## src/rtl/dnv_pkg.sv

```systemverilog
`default_nettype none

package dnv_pkg;

   localparam int unsigned MAX_NAME_DEFAULT  = 255;
   localparam int unsigned MAX_LABEL_DEFAULT = 63;

   localparam int unsigned QUEUE_DEPTH   = 2;
   localparam int unsigned QUEUE_PTR_W   = $clog2(QUEUE_DEPTH);
   localparam int unsigned QUEUE_COUNT_W = $clog2(QUEUE_DEPTH + 1);

   localparam logic [7:0] DOT_BYTE    = 8'h2E;
   localparam logic [7:0] HYPHEN_BYTE = 8'h2D;

   typedef struct packed {
      logic present;
      logic last;
      logic is_dot;
      logic is_alnum;
      logic is_hyphen;
   } item_class_type;

   function automatic logic byte_is_alnum(input logic [7:0] c);
      byte_is_alnum = (c >= 8'h30 && c <= 8'h39) ||
                      (c >= 8'h41 && c <= 8'h5A) ||
                      (c >= 8'h61 && c <= 8'h7A);
   endfunction

   function automatic item_class_type classify(input logic [7:0] c,
                                               input logic       present,
                                               input logic       last);
      item_class_type cls;
      cls.present   = present;
      cls.last      = last;
      cls.is_dot    = (c == DOT_BYTE);
      cls.is_alnum  = byte_is_alnum(c);
      cls.is_hyphen = (c == HYPHEN_BYTE);
      classify = cls;
   endfunction

endpackage

`default_nettype wire

```

## src/rtl/dnv_front.sv

```systemverilog
`default_nettype none

module dnv_front (
   input  wire logic                   req_valid,
   output logic                        req_ready,
   input  wire logic [7:0]             req_character,
   input  wire logic                   req_char_present,
   input  wire logic                   req_last,
   output logic                        push,
   output dnv_pkg::item_class_type     push_item,
   input  wire logic                   queue_ready
);
   import dnv_pkg::*;

   // byte classification at the point of entry
   assign req_ready = queue_ready;
   assign push      = req_valid && queue_ready;
   assign push_item = classify(req_character, req_char_present, req_last);

endmodule

`default_nettype wire

```

## src/rtl/dnv_queue.sv

```systemverilog
`default_nettype none

module dnv_queue (
   input  wire logic                   clock,
   input  wire logic                   reset,
   input  wire logic                   push,
   input  wire dnv_pkg::item_class_type push_item,
   output logic                        push_ready,
   input  wire logic                   pop,
   output logic                        pop_valid,
   output dnv_pkg::item_class_type     pop_item
);
   import dnv_pkg::*;

   item_class_type              entry_ff [QUEUE_DEPTH];
   logic [QUEUE_PTR_W-1:0]      wr_ptr_ff, wr_ptr_in;
   logic [QUEUE_PTR_W-1:0]      rd_ptr_ff, rd_ptr_in;
   logic [QUEUE_COUNT_W-1:0]    count_ff, count_in;

   assign push_ready = (count_ff != QUEUE_COUNT_W'(QUEUE_DEPTH));
   assign pop_valid  = (count_ff != '0);
   assign pop_item   = entry_ff[rd_ptr_ff];

   function automatic logic [QUEUE_PTR_W-1:0] ptr_next(input logic [QUEUE_PTR_W-1:0] p);
      if (p == QUEUE_PTR_W'(QUEUE_DEPTH - 1)) begin
         ptr_next = '0;
      end else begin
         ptr_next = p + 1'b1;
      end
   endfunction

   always_comb begin
      wr_ptr_in = wr_ptr_ff;
      rd_ptr_in = rd_ptr_ff;
      count_in  = count_ff;
      if (push) begin
         wr_ptr_in = ptr_next(wr_ptr_ff);
      end
      if (pop) begin
         rd_ptr_in = ptr_next(rd_ptr_ff);
      end
      if (push && !pop) begin
         count_in = count_ff + 1'b1;
      end else if (pop && !push) begin
         count_in = count_ff - 1'b1;
      end
   end

   always_ff @(posedge clock) begin
      if (reset) begin
         wr_ptr_ff <= '0;
         rd_ptr_ff <= '0;
         count_ff  <= '0;
      end else begin
         wr_ptr_ff <= wr_ptr_in;
         rd_ptr_ff <= rd_ptr_in;
         count_ff  <= count_in;
      end
   end

   always_ff @(posedge clock) begin
      if (push) begin
         entry_ff[wr_ptr_ff] <= push_item;
      end
   end

`ifndef SYNTHESIS
   a_no_overflow : assert property (@(posedge clock) disable iff (reset)
      push |-> push_ready)
      else $error("queue written while full");

   a_no_underflow : assert property (@(posedge clock) disable iff (reset)
      pop |-> pop_valid)
      else $error("queue read while empty");

   a_count_bound : assert property (@(posedge clock) disable iff (reset)
      count_ff <= QUEUE_COUNT_W'(QUEUE_DEPTH))
      else $error("queue count beyond depth");
`endif

endmodule

`default_nettype wire

```

## src/rtl/dnv_back.sv

```systemverilog
`default_nettype none

module dnv_back #(
   parameter int unsigned MAX_NAME  = dnv_pkg::MAX_NAME_DEFAULT,
   parameter int unsigned MAX_LABEL = dnv_pkg::MAX_LABEL_DEFAULT
) (
   input  wire logic                    clock,
   input  wire logic                    reset,
   input  wire logic                    item_valid,
   input  wire dnv_pkg::item_class_type item,
   output logic                         pop,
   output logic                         rsp_valid,
   input  wire logic                    rsp_ready,
   output logic                         rsp_valid_res
);
   import dnv_pkg::*;

   localparam int unsigned NAME_W  = $clog2(MAX_NAME + 1);
   localparam int unsigned LABEL_W = $clog2(MAX_LABEL + 1);
   localparam logic [NAME_W-1:0]  NAME_LIMIT  = NAME_W'(MAX_NAME);
   localparam logic [LABEL_W-1:0] LABEL_LIMIT = LABEL_W'(MAX_LABEL);
   localparam logic [NAME_W-1:0]  NAME_ONE    = NAME_W'(1);

   logic [NAME_W-1:0]  name_count_ff, name_count_in;
   logic [LABEL_W-1:0] label_count_ff, label_count_in;
   logic               prev_alnum_ff, prev_alnum_in;
   logic               prev_dot_ff, prev_dot_in;
   logic               failed_ff, failed_in;
   logic               rsp_valid_ff, rsp_valid_in;
   logic               rsp_res_ff, rsp_res_in;
   logic               ok;

   assign pop           = item_valid && (!item.last || !rsp_valid_ff || rsp_ready);
   assign rsp_valid     = rsp_valid_ff;
   assign rsp_valid_res = rsp_res_ff;

   always_comb begin
      name_count_in  = name_count_ff;
      label_count_in = label_count_ff;
      prev_alnum_in  = prev_alnum_ff;
      prev_dot_in    = prev_dot_ff;
      failed_in      = failed_ff;
      rsp_valid_in   = rsp_valid_ff && !rsp_ready;
      rsp_res_in     = rsp_res_ff;

      if (pop && item.present) begin
         if (name_count_ff == NAME_LIMIT) begin
            failed_in = 1'b1;
         end else begin
            name_count_in = name_count_ff + 1'b1;
         end
         if (item.is_dot) begin
            // empty label, except a leading dot that may be the root name, or a label ending in a non-alnum byte
            if (label_count_ff == '0) begin
               if (name_count_ff != '0) begin
                  failed_in = 1'b1;
               end
            end else if (!prev_alnum_ff) begin
               failed_in = 1'b1;
            end
            label_count_in = '0;
            prev_dot_in    = 1'b1;
            prev_alnum_in  = 1'b0;
         end else begin
            // anything after a root dot
            if (prev_dot_ff && name_count_ff == NAME_ONE) begin
               failed_in = 1'b1;
            end
            if (label_count_ff == '0) begin
               if (!item.is_alnum) begin
                  failed_in = 1'b1;
               end
            end else if (!item.is_alnum && !item.is_hyphen) begin
               failed_in = 1'b1;
            end
            if (label_count_ff == LABEL_LIMIT) begin
               failed_in = 1'b1;
            end else begin
               label_count_in = label_count_ff + 1'b1;
            end
            prev_alnum_in = item.is_alnum;
            prev_dot_in   = 1'b0;
         end
      end

      ok = (name_count_in != '0) && !failed_in && (prev_dot_in || prev_alnum_in);

      if (pop && item.last) begin
         rsp_valid_in   = 1'b1;
         rsp_res_in     = ok;
         name_count_in  = '0;
         label_count_in = '0;
         prev_alnum_in  = 1'b0;
         prev_dot_in    = 1'b0;
         failed_in      = 1'b0;
      end
   end

   always_ff @(posedge clock) begin
      if (reset) begin
         name_count_ff  <= '0;
         label_count_ff <= '0;
         prev_alnum_ff  <= 1'b0;
         prev_dot_ff    <= 1'b0;
         failed_ff      <= 1'b0;
         rsp_valid_ff   <= 1'b0;
      end else begin
         name_count_ff  <= name_count_in;
         label_count_ff <= label_count_in;
         prev_alnum_ff  <= prev_alnum_in;
         prev_dot_ff    <= prev_dot_in;
         failed_ff      <= failed_in;
         rsp_valid_ff   <= rsp_valid_in;
      end
   end

   always_ff @(posedge clock) begin
      rsp_res_ff <= rsp_res_in;
   end

`ifndef SYNTHESIS
   a_verdict_from_last : assert property (@(posedge clock) disable iff (reset)
      $rose(rsp_valid_ff) |-> $past(pop && item.last))
      else $error("verdict without a closing item");

   a_state_cleared : assert property (@(posedge clock) disable iff (reset)
      (pop && item.last) |=> (name_count_ff == '0 && label_count_ff == '0 && !failed_ff))
      else $error("name state not cleared after verdict");

   a_count_bounds : assert property (@(posedge clock) disable iff (reset)
      name_count_ff <= NAME_LIMIT && label_count_ff <= LABEL_LIMIT)
      else $error("count beyond limit");

   a_no_pop_onto_full : assert property (@(posedge clock) disable iff (reset)
      (pop && item.last && rsp_valid_ff) |-> rsp_ready)
      else $error("verdict would overwrite a pending transaction");
`endif

endmodule

`default_nettype wire

```

## src/rtl/domain_name_validator.sv

```systemverilog
// domain name check, one byte of the name per transaction
// req channel: req_character with req_char_present, req_last on the final
//   transaction of a name; req_char_present low with req_last low is ignored,
//   req_char_present low with req_last high closes the name without a byte
// rsp channel: one rsp_valid_res per name, given for the transaction with
//   req_last high; 1 when the whole name is a valid host name
// throughput: one transaction per cycle, sustained, on both channels, while rsp_ready is high
// verdict path: the closing transaction is written to a queue entry; the back
//   then reads that entry and registers the verdict in its output register
// the front classifies each byte and writes it to the queue; the back
//   updates the name and label counters and loads the output register
// rsp stall: the back keeps taking bytes of the next name and holds only
//   at a closing transaction; the queue then fills and req_ready drops
// reset: synchronous, clears the queue, the counters and rsp_valid;
//   the block is ready as soon as reset is released
`default_nettype none

module domain_name_validator #(
   parameter int unsigned MAX_NAME  = dnv_pkg::MAX_NAME_DEFAULT,
   parameter int unsigned MAX_LABEL = dnv_pkg::MAX_LABEL_DEFAULT
) (
   input  wire logic       clock,
   input  wire logic       reset,
   input  wire logic       req_valid,
   output logic            req_ready,
   input  wire logic [7:0] req_character,
   input  wire logic       req_char_present,
   input  wire logic       req_last,
   output logic            rsp_valid,
   input  wire logic       rsp_ready,
   output logic            rsp_valid_res
);
   import dnv_pkg::*;

   logic           push;
   item_class_type push_item;
   logic           queue_ready;
   logic           pop;
   logic           pop_valid;
   item_class_type pop_item;

   dnv_front u_front (
      .req_valid        (req_valid),
      .req_ready        (req_ready),
      .req_character    (req_character),
      .req_char_present (req_char_present),
      .req_last         (req_last),
      .push             (push),
      .push_item        (push_item),
      .queue_ready      (queue_ready)
   );

   dnv_queue u_queue (
      .clock      (clock),
      .reset      (reset),
      .push       (push),
      .push_item  (push_item),
      .push_ready (queue_ready),
      .pop        (pop),
      .pop_valid  (pop_valid),
      .pop_item   (pop_item)
   );

   dnv_back #(
      .MAX_NAME  (MAX_NAME),
      .MAX_LABEL (MAX_LABEL)
   ) u_back (
      .clock         (clock),
      .reset         (reset),
      .item_valid    (pop_valid),
      .item          (pop_item),
      .pop           (pop),
      .rsp_valid     (rsp_valid),
      .rsp_ready     (rsp_ready),
      .rsp_valid_res (rsp_valid_res)
   );

endmodule

`default_nettype wire
```

## config.mk

```make
export PLATFORM = sky130hd
export DESIGN_NAME = domain_name_validator
export DESIGN_NICKNAME = d
export VERILOG_FILES = /design/src/rtl/dnv_pkg.sv /design/src/rtl/dnv_front.sv /design/src/rtl/dnv_queue.sv /design/src/rtl/dnv_back.sv /design/src/rtl/domain_name_validator.sv
export SDC_FILE = /design/constraint.sdc
export NUM_CORES = 1
export LEC_CHECK = 0
export ABC_AREA = 0
export BUFFER_PORTS_ARGS = -buffer_cell sky130_fd_sc_hd__clkbuf_2
export CAP_MARGIN = 40
export CORE_UTILIZATION = 50
export DETAILED_ROUTE_END_ITERATION = 8
export HOLD_SLACK_MARGIN = 0.12
export PLACE_DENSITY_LB_ADDON = 0.15
export REMOVE_ABC_BUFFERS = 1
export SYNTH_ARGS = -nofsm -noshare
export SYNTH_HDL_FRONTEND = slang
export SYNTH_HIERARCHICAL = 1
export SYNTH_SLANG_ARGS = --single-unit
```

## constraint.sdc

```tcl
create_clock -name clock -period 4 [get_ports clock]
set_input_delay 0.2 -clock clock [delete_from_list [all_inputs] [get_ports clock]]
set_output_delay 0.2 -clock clock [all_outputs]
set_load 0.02 [all_outputs]
```

# ---- Word level (Yosys, flattened, before mapping)
# Memory sizes are Yosys's and may differ from the RTL's. A register that Yosys moved wholly into a read port is not among the register bits.
# Index checks and enable logic that the tools add are counted.
dict set report totals {
  regBits 23
  latchBits 0
  mem_bits_rw 10
  romBits 0
  inputBits 14
  elab_cells 92
  n_memories 1
}
# memory depth word_bits rd rd_clocked_by_memory_dff write_ports line
set mem_list {}
lappend mem_list {u_queue.entry_ff 2 5 1 1 1 dnv_queue.sv:15} ;# item_class_type entry_ff [QUEUE_DEPTH];
dict set report classes {
  add_sub_neg 6
  mul 0
  n_div 0
  order_cmp 6
  n_eq_ne 7
  n_shift 0
  mux 28
  n_bitwise 0
  n_reduce_logical 34
}
# operator n
set op_table {}
lappend op_table {{$mux W1} 22}
lappend op_table {{$eq A8 B6 Y1 const B} 2}
lappend op_table {{$ge A8 B7 Y1 const B} 2}
lappend op_table {{$le A8 B7 Y1 const B} 2}
lappend op_table {{$mux W8} 2}
lappend op_table {{$reduce_bool A8 Y1} 2}
lappend op_table {{$logic_and A1 B1 Y1} 14}
lappend op_table {{$mux W6} 2}
lappend op_table {{$add A8 B1 Y8 const B} 1}
lappend op_table {{$eq A8 B1 Y1 const B} 1}
lappend op_table {{$eq A8 B8 Y1 const B} 1}
lappend op_table {{$ge A8 B6 Y1 const B} 1}
lappend op_table {{$le A8 B6 Y1 const B} 1}
lappend op_table {{$logic_not A1 Y1} 8}
lappend op_table {{$add A6 B1 Y6 const B} 1}
lappend op_table {{$eq A6 B6 Y1 const B} 1}
lappend op_table {{$logic_not A6 Y1} 1}
lappend op_table {{$logic_or A1 B1 Y1} 5}
lappend op_table {{$mux W2} 2}
lappend op_table {{$ne A2 B2 Y1 const B} 2}
lappend op_table {{$reduce_bool A2 Y1} 2}
lappend op_table {{$add A1 B1 Y1 const B} 2}
lappend op_table {{$add A2 B1 Y2 const B} 1}
lappend op_table {{$reduce_and A2 Y1} 1}
lappend op_table {{other kinds (2)} 2}

# ---- Depth between registers and ports, before layout
# Gate-level depths: netlist (run 1).
dict set report logic_depth {
  depth_word 11
  ltp_mapped 8
  mapped_depth_nobuf 8
}

# ---- By module
# The synthesis (run 1) kept the hierarchy.
# module n_inst cells_per_inst area_per_inst_um2 seq_area_each_um2
set by_module_without_submodules {}
lappend by_module_without_submodules {dnv_back 1 143 1176.1 390.4}
lappend by_module_without_submodules {dnv_queue 1 37 564.3 400.4}
lappend by_module_without_submodules {dnv_front 1 16 103.8 0.0}

# ---- Worst setup path before layout (run 1)
# No wires, ideal clock.
dict set report synth_path {
  kind {register to register}
  startpoint {register (tool-made name)}
  endpoint {register u_back.rsp_res_ff, in the netlist u_back/rsp_valid_res (data pin)}
  setup_ps 276
  t_arrival_ps 2211
  required_ps 3724
  slack_ps 1513
  stages_incl_launch_ff 8
  path_buffers 0
  synth_period_minus_slack_ps 2487
  cell_sequence {dfxtp_1 > mux2_2 > nand3b_1 > nand3_2 > nor4_1 > mux2_2 > nor4_1 > nor4b_4}
}
# element line
set synth_lines {}
lappend synth_lines {{end signal, assigned} dnv_back.sv:118} ;# rsp_res_ff <= rsp_res_in;
lappend synth_lines {{end, declared} dnv_back.sv:30} ;# logic rsp_res_ff, rsp_res_in;

==> results.py, run 1 <==
metrics = {
    "min_path": {
        "worstHoldPathType": "in -> reg",
    },
    "sta": {
        "fin_crit_sh_pct": 67.7,
        "slew_violations": 0,
        "tns_ns": 0,
        "holdWs_ns": 0.191,
        "hold_viol_final": 0,
        "final.setup_skew_ns": 0.00518,
        "period_needed_ns": 2.71,
        "rsz0062_at_grt": "no",
        "slew_headroom_pct": 59.1,
        "setup_viol": 0,
        "worst_slew_pin_slew_ns": 0.614,
        "setup_slack_ns": 1.29,
        "fmax_mhz": 369,
    },
    "route": {
        "routed_via_density": 5.74,
        "drc": 0,
        "drt_first_pass_iters": 4,
        "dr.first_iter.drc_count": 119,
        "num_vias": 1480,
        "wl_um": 3580,
        "drtAntennaViolNets": 0,
        "wl_per_cell_um": 13.9,
    },
    "finish": {
        "antenna_cells": 0,
        "design_area_um2": 2020,
        "stdcell_count": 258,
        "syn_to_final_growth_pct": 9.57,
        "drive_gt1_share_pct": 15.6,
        "fin_nets": 231,
        "fin_util_pct": 58.7,
    },
    "worst_setup_path": {
        "worstSetupEndpointType": "flop",
        "critPathArrivalTime_ns": 2.73,
        "critPathLaunchType": "flop",
        "crit_fanout": 7,
        "worstSetupPathType": "reg -> reg",
        "worstPathRequired_ns": 4.02,
        "critPathMaxStageDelay_ns": 0.48,
        "cp_cell_sequence": "mux2_2 > nand3b_1 > nand3_2 > nor4_1 > mux2_2 > nor4_1 > nor4b_4",
        "slowest_stage": "nor4_1",
    },
    "power": {
        "leakagePower_nw": 0.732,
        "powerDensity_nw_per_um2": 566,
        "p_total_mw": 1.14,
        "ir_drop_v": 0.000424,
    },
    "global_routing": {
        "grt_max_degree": 20,
        "grt_use_total_pct": 20.5,
        "overflow": 0,
        "antenna_found_initial": 0,
        "grt_first_pass_wirelength_um": 6330,
        "first_global_vias": 1435,
    },
    "yosys": {
        "ys_ff_latch": 34,
        "yosysWarnings": 6,
        "yosysTopAreaCell": "dfxtp_1",
        "synthCells": 196,
        "synth_edf_count": 11,
        "ys_seq_area_share_pct": 42.9,
        "synth.most_common_cell": "dfxtp_1",
        "yosysUniqueCellTypes": 48,
        "synthTopCellsByArea": "dfxtp_1 (25%), edfxtp_1 (18%), ha_1 (4.1%)",
        "avgSynthCellArea_um2": 9.41,
        "netlist_area_um2": 1840,
        "synthFlopType": "dfxtp_1",
        "synth.top_cells.by_count": "dfxtp_1 (23), nor2_1 (19), a21oi_1 (13), nand2_1 (13), nand3_1 (12)",
        "async_flop_share_pct": 0,
        "synth_top_area_share_pct": 25.0,
    },
    "clock_tree": {
        "root_buffer": "clkbuf_8",
        "clkTransAtPathRegs_ns": 0.07,
        "cts_buffers": 5,
        "cts_setup_buffers": 0,
        "cts_resized": 0,
        "htree_levels": 2,
        "postCtsHoldBufs": 2,
        "cts_tree": "done",
        "clock_sinks": 34,
        "clockBufferDepth": 2,
        "insertion_delay_ns": 0.28,
    },
    "floorplanning": {
        "coreArea_um2": 3440,
        "start_util_pct": 53.6,
        "die_x_um": 62.7,
        "rows": 21,
        "die_y_um": 62.7,
        "io_pins": 17,
        "die_area_um2": 3940,
    },
    "flow_run": {
        "maxCapViolations": 0,
    },
    "placed_design": {
        "place_ws_ns": 1.32,
        "post_dp_cell_area_um2": 1920,
        "hpwl_um": 2600,
        "gp_congestion": 0.845,
        "io_buffer_count": 16,
        "place_inst": 248,
    },
    "run_status": {
        "status": "finished clean",
    },
}
-- cell usage in the layout, fill, tap and decap left out, types with 2 or more instances in the layout --
| cell type | count |
|---|---|
| a21oi_1 | 13 |
| and2_1 | 4 |
| and3_1 | 5 |
| clkbuf_2 | 16 |
| clkbuf_8 | 5 |
| dfxtp_1 | 23 |
| dlygate4sd3_1 | 2 |
| edfxtp_1 | 11 |
| ha_1 | 6 |
| inv_1 | 6 |
| mux2_2 | 6 |
| mux2i_1 | 3 |
| nand2_1 | 13 |
| nand2b_1 | 3 |
| nand3_1 | 12 |
| nand4_1 | 4 |
| nor2_1 | 19 |
| nor2b_1 | 2 |
| nor3_1 | 6 |
| nor3b_1 | 5 |
| nor4_1 | 4 |
| o211ai_1 | 2 |
| o21ai_0 | 4 |
| o21ai_1 | 2 |
| o311a_1 | 2 |
| or2_1 | 2 |
| or3_1 | 2 |
| xnor2_1 | 7 |
| xor2_1 | 2 |
-- power breakdown --
| group | total [mW] | internal (mW) | switching, mW |
|---|---|---|---|
| registers | 0.468 | 0.422 | 0.0462 |
| clock network | 0.238 | 0.120 | 0.119 |
| logic | 0.437 | 0.182 | 0.254 |
| total | 1.14 | 0.724 | 0.419 |
-- worst max-delay path: cells and delay by family, from the launching register on --
| family | cells | cell delay, ns |
|---|---|---|
| AND/OR/NAND/NOR | 5 | 1.27 |
| multiplexers | 2 | 0.76 |
| flip-flops | 1 | 0.42 |
-- area by class of cell --
cell class                 count  area (um^2)
fill                         302         1420
multi-input combinational    146          968
sequential                    34          791
timing repair buffer          18          100
clock buffer                   6         72.6
tap                           46         57.6
inverter                       6         22.5
clock inverter                 2         8.76
-- cells by family (layout without fill, tap and decap cells) --
family / count (synthesis) / count (layout) / share of synthesized area [%]
flops: 34 / 34 / 42.9
buf+inv: 16 / 32 / 4.61
mux: 9 / 9 / 5.29
compound gates: 32 / 32 / 11.3
simple gates: 90 / 90 / 27.6
xor+xnor: 9 / 9 / 4.27
fa+ha+maj: 6 / 6 / 4.07
-- worst paths after layout --
| path | startpoint | endpoint | slack [ns] | cells past startpoint |
|---|---|---|---|---|
| worst max-delay path | flop | u_back/rsp_valid_res | 1.29 | 7 |
| worst min-delay path | reset | u_queue/wr_ptr_ff | 0.19 | 2 |
| worst max register to register | flop | u_back/rsp_valid_res | 1.29 | 7 |
| worst min register to register | u_back/label_count_ff[1] | u_back/label_count_ff[1] | 0.50 | 2 |
-- routing by layer --
layer	share of wire, %	vias up	track usage (%)
met5	0	-	0
met4	1.4	0	7.85
met3	4.9	6	5.47
met2	49	41	34.6
met1	45	693	24.6
li1	-	740	-
-- state kept, by name, indices dropped and copies added, names as in the netlist, named ones only --
signal	count
u_queue/rd_ptr_ff	1
u_queue/wr_ptr_ff	1
u_back/name_count_ff	8
u_back/prev_alnum_ff	1
u_queue/entry_ff	10
u_back/label_count_ff	6
u_queue/count_ff	2
u_back/rsp_valid	1
u_back/prev_dot_ff	1
u_back/rsp_valid_res	1
u_back/failed_ff	1
Power figures use the tool's default switching activity.
==> run 2: changes to the inputs <==
--- a/config.mk
+++ b/config.mk
@@ -5,7 +5,7 @@
 export SDC_FILE = /design/constraint.sdc
 export NUM_CORES = 1
 export LEC_CHECK = 0
-export ABC_AREA = 0
+export ABC_AREA = 1
 export BUFFER_PORTS_ARGS = -buffer_cell sky130_fd_sc_hd__clkbuf_2
 export CAP_MARGIN = 40
 export CORE_UTILIZATION = 50
==> constraint.sdc (replaced) <==
create_clock -name clock -period 2.27 [get_ports clock]
set_input_delay 0.1135 -clock clock [delete_from_list [all_inputs] [get_ports clock]]
set_output_delay 0.1135 -clock clock [all_outputs]
set_load 0.02 [all_outputs]
==> run 2 against run 1 <==
Net effect:
- first-iteration DRC count grew 13%
- cell count grew 42%
- sequential power grew 77%
- wire length grew 12%
==> results.py, run 2 <==
metrics = {
    "run_status": {
        "status": "finished clean",
    },
    "sta": {
        "hold_viol_final": 0,
        "fin_crit_sh_pct": 84.8,
        "setup_slack_ns": 0.345,
        "period_needed_ns": 1.93,
        "rsz0062_at_grt": "no",
        "fmax_mhz": 519,
        "worst_slew_pin_slew_ns": 0.423,
        "slew_violations": 0,
        "tns_ns": 0,
        "slew_headroom_pct": 71.7,
        "final.setup_skew_ns": 0.00561,
        "setup_viol": 0,
    },
    "worst_setup_path": {
        "critPathLaunchType": "flop",
        "critPathMaxStageDelay_ns": 0.43,
        "cp_cell_sequence": "mux2_2 > nand2_1 > nor2_1 > nor2_2 > nand3_2 > nand2_1 > nand2_1 > nor2_1 > nand3_1 > nor2_1 > nor2_1",
        "reg2reg_to": "u_back/rsp_valid_res",
        "crit_fanout": 5,
        "worstPathRequired_ns": 2.31,
        "critPathArrivalTime_ns": 1.97,
        "worstSetupPathType": "reg -> reg",
        "rrSetupSlack_ns": 0.34,
        "crit_top_cell": "nor2_1",
        "reg2reg_depth": 11,
        "worstSetupEndpointType": "flop",
        "slowest_stage": "dfxtp_1",
    },
    "placed_design": {
        "io_buffer_count": 16,
        "place_ws_ns": 0.328,
        "hpwl_um": 3080,
        "gp_congestion": 0.813,
        "post_dp_cell_area_um2": 2190,
    },
    "finish": {
        "final_common_cell": "nand2_1",
        "drive_gt1_share_pct": 18.0,
        "multi_input_area_um2": 1060,
        "reg.largest.list": "u_queue/entry_ff (10), u_back/name_count_ff (8), u_back/label_count_ff (6)",
        "seq_area_um2": 791,
        "design_area_um2": 2310,
        "mostFrequentLayoutCells": "nand2_1 (75), inv_1 (44), nor2_1 (38)",
        "regMostFlops": "u_queue/entry_ff",
        "fillers": 387,
        "syn_to_final_growth_pct": 10.3,
        "largest_register_ffs": 10,
        "fin_nets": 335,
        "fin_util_pct": 57.7,
        "antenna_cells": 0,
    },
    "route": {
        "drt_first_pass_iters": 4,
        "wl_met2_um": 1870,
        "routed_via_density": 4.94,
        "wl_met1_um": 1990,
        "dr_wl_met3_um": 119,
        "wl_um": 4000,
        "dr.first_iter.drc_count": 134,
        "wl_per_cell_um": 10.9,
        "routed.top_layer": "met4",
        "num_vias": 1808,
        "drc": 0,
        "drtAntennaViolNets": 0,
    },
    "floorplanning": {
        "start_util_pct": 52.3,
        "io_pins": 17,
        "coreArea_um2": 4000,
        "rows": 23,
        "die_x_um": 66.7,
        "die_area_um2": 4450,
        "die_y_um": 66.7,
    },
    "min_path": {
        "worstHoldPathType": "in -> reg",
        "min-delay-start": "rsp_ready",
        "holdPathStages": 6,
        "hold-path-endpoint": "u_back/rsp_valid",
    },
    "clock_tree": {
        "clock_sinks": 34,
        "clockBufferDepth": 2,
        "cts_setup_buffers": 0,
        "insertion_delay_ns": 0.28,
        "cts_buffers": 5,
        "cts_tree": "done",
        "clkTransAtPathRegs_ns": 0.07,
        "root_buffer": "clkbuf_8",
        "htree_levels": 2,
    },
    "flow_run": {
        "maxCapViolations": 0,
    },
    "power": {
        "leakagePower_nw": 1.06,
        "powerDensity_nw_per_um2": 932,
        "p_sw_share_pct": 40.9,
        "seqPwrFrac_pct": 38.6,
        "ir_drop_v": 0.000589,
        "p_sw_uw": 880,
        "p_total_mw": 2.15,
        "p_comb_share_pct": 41.7,
        "clock_power_share_pct": 19.7,
        "internal_power_mw": 1.27,
    },
    "yosys": {
        "synthCells": 294,
        "ys_ff_latch": 34,
        "async_flop_share_pct": 0,
        "synth.most_common_cell": "nand2_1",
        "yosysWarnings": 6,
        "netlist_area_um2": 2090,
        "synth_top_area_share_pct": 22.0,
        "yosysUniqueCellTypes": 31,
        "synthTopCellsByArea": "dfxtp_1 (22%), edfxtp_1 (16%), nand2_1 (13%)",
        "yosysTopAreaCell": "dfxtp_1",
        "synth_edf_count": 11,
        "avgSynthCellArea_um2": 7.12,
        "synthFlopType": "dfxtp_1",
        "ys_seq_area_share_pct": 37.8,
        "synth.top_cells.by_count": "nand2_1 (75), inv_1 (44), nor2_1 (38), dfxtp_1 (23), nand3_1 (20)",
    },
    "global_routing": {
        "grt_max_degree": 15,
        "grt_use_total_pct": 21.2,
        "antenna_found_initial": 0,
        "first_global_vias": 1671,
        "overflow": 0,
        "grt_first_pass_wirelength_um": 7110,
    },
}
run 2: changes by cell type after synthesis, sizes merged, moves of 4 or more:
| cell | delta |
|---|---|
| nand2 | +67 |
| inv | +44 |
| nor2 | +25 |
| nand3 | +13 |
| and3 | -6 |
| xnor2 | -5 |
| a21oi | +4 |
| and2 | -4 |
| nand4 | +4 |
| nor3b | -4 |
run 2: final cells by class:
| type | count | area share, % |
|---|---|---|
| Clock buffer | 5 | 2.98 |
| Clock inverter | 3 | 0.705 |
| Inverter | 50 | 8.24 |
| Multi-Input combinational cell | 204 | 46.0 |
| Sequential cell | 34 | 34.3 |
| Tap cell | 50 | 2.71 |
| Timing Repair Buffer | 20 | 5.10 |
run 2: worst max-delay path by stage:
stage | start | to | slack [ns] | cells past startpoint
2_1_floorplan | flop | u_back/rsp_valid_res | 0.51 | 11
3_3_place_gp | flop | u_back/rsp_valid_res | 0.39 | 11
3_5_place_dp | flop | u_back/rsp_valid_res | 0.33 | 11
4_1_cts | flop | u_back/rsp_valid_res | 0.33 | 11
5_1_grt | flop | u_back/rsp_valid_res | 0.12 | 11
6_report | flop | u_back/rsp_valid_res | 0.34 | 11
run 2: critical path: cells and delay by family (launching register included):
family | cells | cell delay, ns
flops | 1 | 0.43
simple gates | 10 | 0.87
mux | 1 | 0.39
run 2: logic make-up after synthesis:
family	synth area share, %
AND/OR/NAND/NOR	36.7
buffers and inverters	11.5
flip-flops	37.8
AO/OA/AOI/OAI	6.52
adder cells (fa/ha/maj)	3.59
multiplexers	2.69
XOR/XNOR	1.26
run 2: power by group through the flow:
stage          sequential, mW  clock, mW  combinational [mW]
2_1_floorplan           0.837          0               0.686
3_3_place_gp            0.838          0               0.881
3_5_place_dp            0.843          0               0.894
4_1_cts                 0.830      0.442               0.904
5_1_grt                 0.843      0.473                1.03
6_report                0.830      0.424               0.898
run 2: what timing repair did:
item                      CTS  global route
hold endpoints to repair    7             0
hold buffers                3             0
resized for setup           0             0
run 2: metrics by stage:
stage          hold WS (ns)  instances
5_1_grt               0.209        366
6_report              0.196        366
3_5_place_dp          0.314        355
4_1_cts               0.189        366
3_3_place_gp          0.303        355
2_1_floorplan         0.186        288
run 2: routing by layer:
layer  vias to the layer above  global-route usage, %
met3                         2                   4.62
li1                        975                      -
met2                        28                   34.3
met1                       803                   27.5
met4                         0                   7.18
met5                         -                      0
==> run 3: changes to the inputs <==
==> constraint.sdc (replaced) <==
create_clock -name clock -period 1.8 [get_ports clock]
set_input_delay 0.09 -clock clock [delete_from_list [all_inputs] [get_ports clock]]
set_output_delay 0.09 -clock clock [all_outputs]
set_load 0.02 [all_outputs]
==> run 3 against run 2 <==
Net effect:
- die area unchanged
- non-clock buffer count increased by 13
- global-route usage about the same
- maximum frequency increased by 10%
- clock-buffer cell count unchanged
- sequential share of layout area decreased by 2.6 points
- clock power increased by 98%
- sequential cell count unchanged
- sequential power increased by 24%
- critical path depth decreased by 2
- via count increased by 3.7%
- critical path type unchanged
- largest power group unchanged
==> results.py, run 3 (same netlist as run 2, synthesis figures left out) <==
metrics = {
    "run_status": {
        "status": "finished clean",
    },
    "floorplanning": {
        "die_x_um": 66.7,
        "die_area_um2": 4450,
        "start_util_pct": 52.3,
        "coreArea_um2": 4000,
        "die_y_um": 66.7,
        "rows": 23,
        "io_pins": 17,
    },
    "global_routing": {
        "grt_first_pass_wirelength_um": 6920,
        "grt_use_total_pct": 21.2,
        "grt_max_degree": 15,
        "overflow": 0,
        "first_global_vias": 1621,
        "antenna_found_initial": 0,
    },
    "worst_setup_path": {
        "worstSetupPathType": "reg -> reg",
        "cp_cell_sequence": "mux2_4 > nand3_2 > nand3_4 > nor3b_2 > buf_4 > a21oi_2 > nand2_1 > nor2_1 > nor2_1",
        "worstPathRequired_ns": 1.95,
        "rrSetupSlack_ns": 0.05,
        "critPathLaunchType": "flop",
        "critPathMaxStageDelay_ns": 0.35,
        "critical_path.top_delay_family": "simple AND/OR/NAND/NOR gates",
        "worstSetupEndpointType": "flop",
        "reg2reg_depth": 9,
        "critPathArrivalTime_ns": 1.89,
        "slowest_stage": "dfxtp_2",
        "reg2reg_to": "u_back/rsp_valid_res",
        "path_buf_inv": 1,
        "crit_top_cell": "nor2_1",
        "worst-path-stages": 9,
        "crit_fanout": 7,
    },
    "finish": {
        "final_common_cell": "nand2_1",
        "drive_gt1_share_pct": 24.0,
        "stdcell_count": 379,
        "syn_to_final_growth_pct": 19.4,
        "regMostFlops": "u_queue/entry_ff",
        "seq_area_um2": 792,
        "mostFrequentLayoutCells": "nand2_1 (73), inv_1 (43), nor2_1 (36)",
        "largest_register_ffs": 10,
        "antenna_cells": 0,
        "fillers": 384,
        "design_area_um2": 2500,
        "multi_input_area_um2": 1090,
        "fin_nets": 348,
        "fin_util_pct": 62.4,
        "reg.largest.list": "u_queue/entry_ff (10), u_back/name_count_ff (8), u_back/label_count_ff (6)",
    },
    "sta": {
        "final.setup_skew_ns": 0.00800,
        "rsz0062_at_grt": "yes",
        "fmax_mhz": 573,
        "holdWs_ns": 0.178,
        "slew_violations": 0,
        "worst_slew_pin_slew_ns": 0.410,
        "fin_crit_sh_pct": 97.0,
        "slew_headroom_pct": 72.6,
        "setup_slack_ns": 0.0542,
        "hold_viol_final": 0,
        "period_needed_ns": 1.75,
        "setup_viol": 0,
    },
    "placed_design": {
        "gp_congestion": 0.836,
        "io_buffer_count": 16,
        "place_ws_ns": -0.0555,
        "hpwl_um": 3090,
        "post_dp_cell_area_um2": 2270,
        "place_inst": 365,
    },
    "route": {
        "drt_first_pass_iters": 4,
        "wl_per_cell_um": 10.9,
        "drc": 0,
        "routed_via_density": 4.95,
        "dr.first_iter.drc_count": 105,
        "wl_um": 4140,
        "num_vias": 1875,
        "drtAntennaViolNets": 0,
    },
    "min_path": {
        "holdPathStages": 2,
        "min-delay-start": "req_character[1]",
        "worstHoldPathType": "in -> reg",
        "hold-path-endpoint": "u_queue/entry_ff[0][0]",
    },
    "clock_tree": {
        "cts_buffers": 5,
        "root_buffer": "clkbuf_8",
        "clockBufferDepth": 2,
        "clkTransAtPathRegs_ns": 0.07,
        "clock_sinks": 34,
        "htree_levels": 2,
        "cts_tree": "done",
        "insertion_delay_ns": 0.28,
    },
    "power": {
        "leakagePower_nw": 1.15,
        "powerDensity_nw_per_um2": 1320,
        "ir_drop_v": 0.000962,
    },
    "flow_run": {
        "maxCapViolations": 0,
    },
}
==> run 3: final cells by class <==
cell class,count,area share [%]
timing repair buffer,33,8.62
inverter,50,7.82
clock buffer,5,2.76
tap,50,2.51
sequential,34,31.7
multi-input combinational,204,43.8
clock inverter,3,2.76
==> run 3: worst max path at each step <==
stage / start / end / slack (ns)
2_1_floorplan: flop / u_back/rsp_valid_res / 0.04
3_3_place_gp: flop / u_back/rsp_valid_res / 0.01
3_5_place_dp: flop / u_back/rsp_valid_res / -0.06
4_1_cts: flop / u_back/rsp_valid_res / -0.02
5_1_grt: flop / u_back/rsp_valid_res / -0.05
6_report: flop / u_back/rsp_valid_res / 0.05
==> run 3: per-stage QoR <==
step	setup TNS (ns)	power (mW)
floorplan	0	1.92
global placement	0	2.28
detailed placement	-0.106	2.30
CTS	-0.0167	3.17
global route	-0.0749	3.54
finish	0	3.29
==> run 3: what timing repair did <==
| action | 4_1_cts | 5_1_grt |
|---|---|---|
| gates cloned | 0 | 0 |
| buffers inserted | 0 | 3 |
| endpoints found under the hold margin | 7 | 0 |
| pin swaps | 2 | 8 |
| hold buffers | 3 | 0 |
| endpoints found under the setup margin | 3 | 6 |
| gates resized for setup | 2 | 11 |
==> run 3: routing by layer <==
metal / routed length (um) / vias up / GRT usage (%)
met5: 0 / - / 0
li1: - / 999 / -
met3: 123 / 2 / 5.65
met2: 1970 / 27 / 33.2
met1: 2000 / 847 / 27.2
met4: 42 / 0 / 8.78
==> run 3: worst register-to-register path: stages, from the launching register on <==
cell	delay, ns
dfxtp_2	0.35
mux2_4	0.32
nand3_2	0.10
nand3_4	0.16
nor3b_2	0.29
buf_4	0.17
a21oi_2	0.03
nand2_1	0.06
nor2_1	0.04
nor2_1	0.08
==> run 3: report_power, final <==
| part | switching, mW | internal (mW) |
|---|---|---|
| Clock | 0.286 | 0.555 |
| Combinational | 0.831 | 0.584 |
| Sequential | 0.0812 | 0.948 |
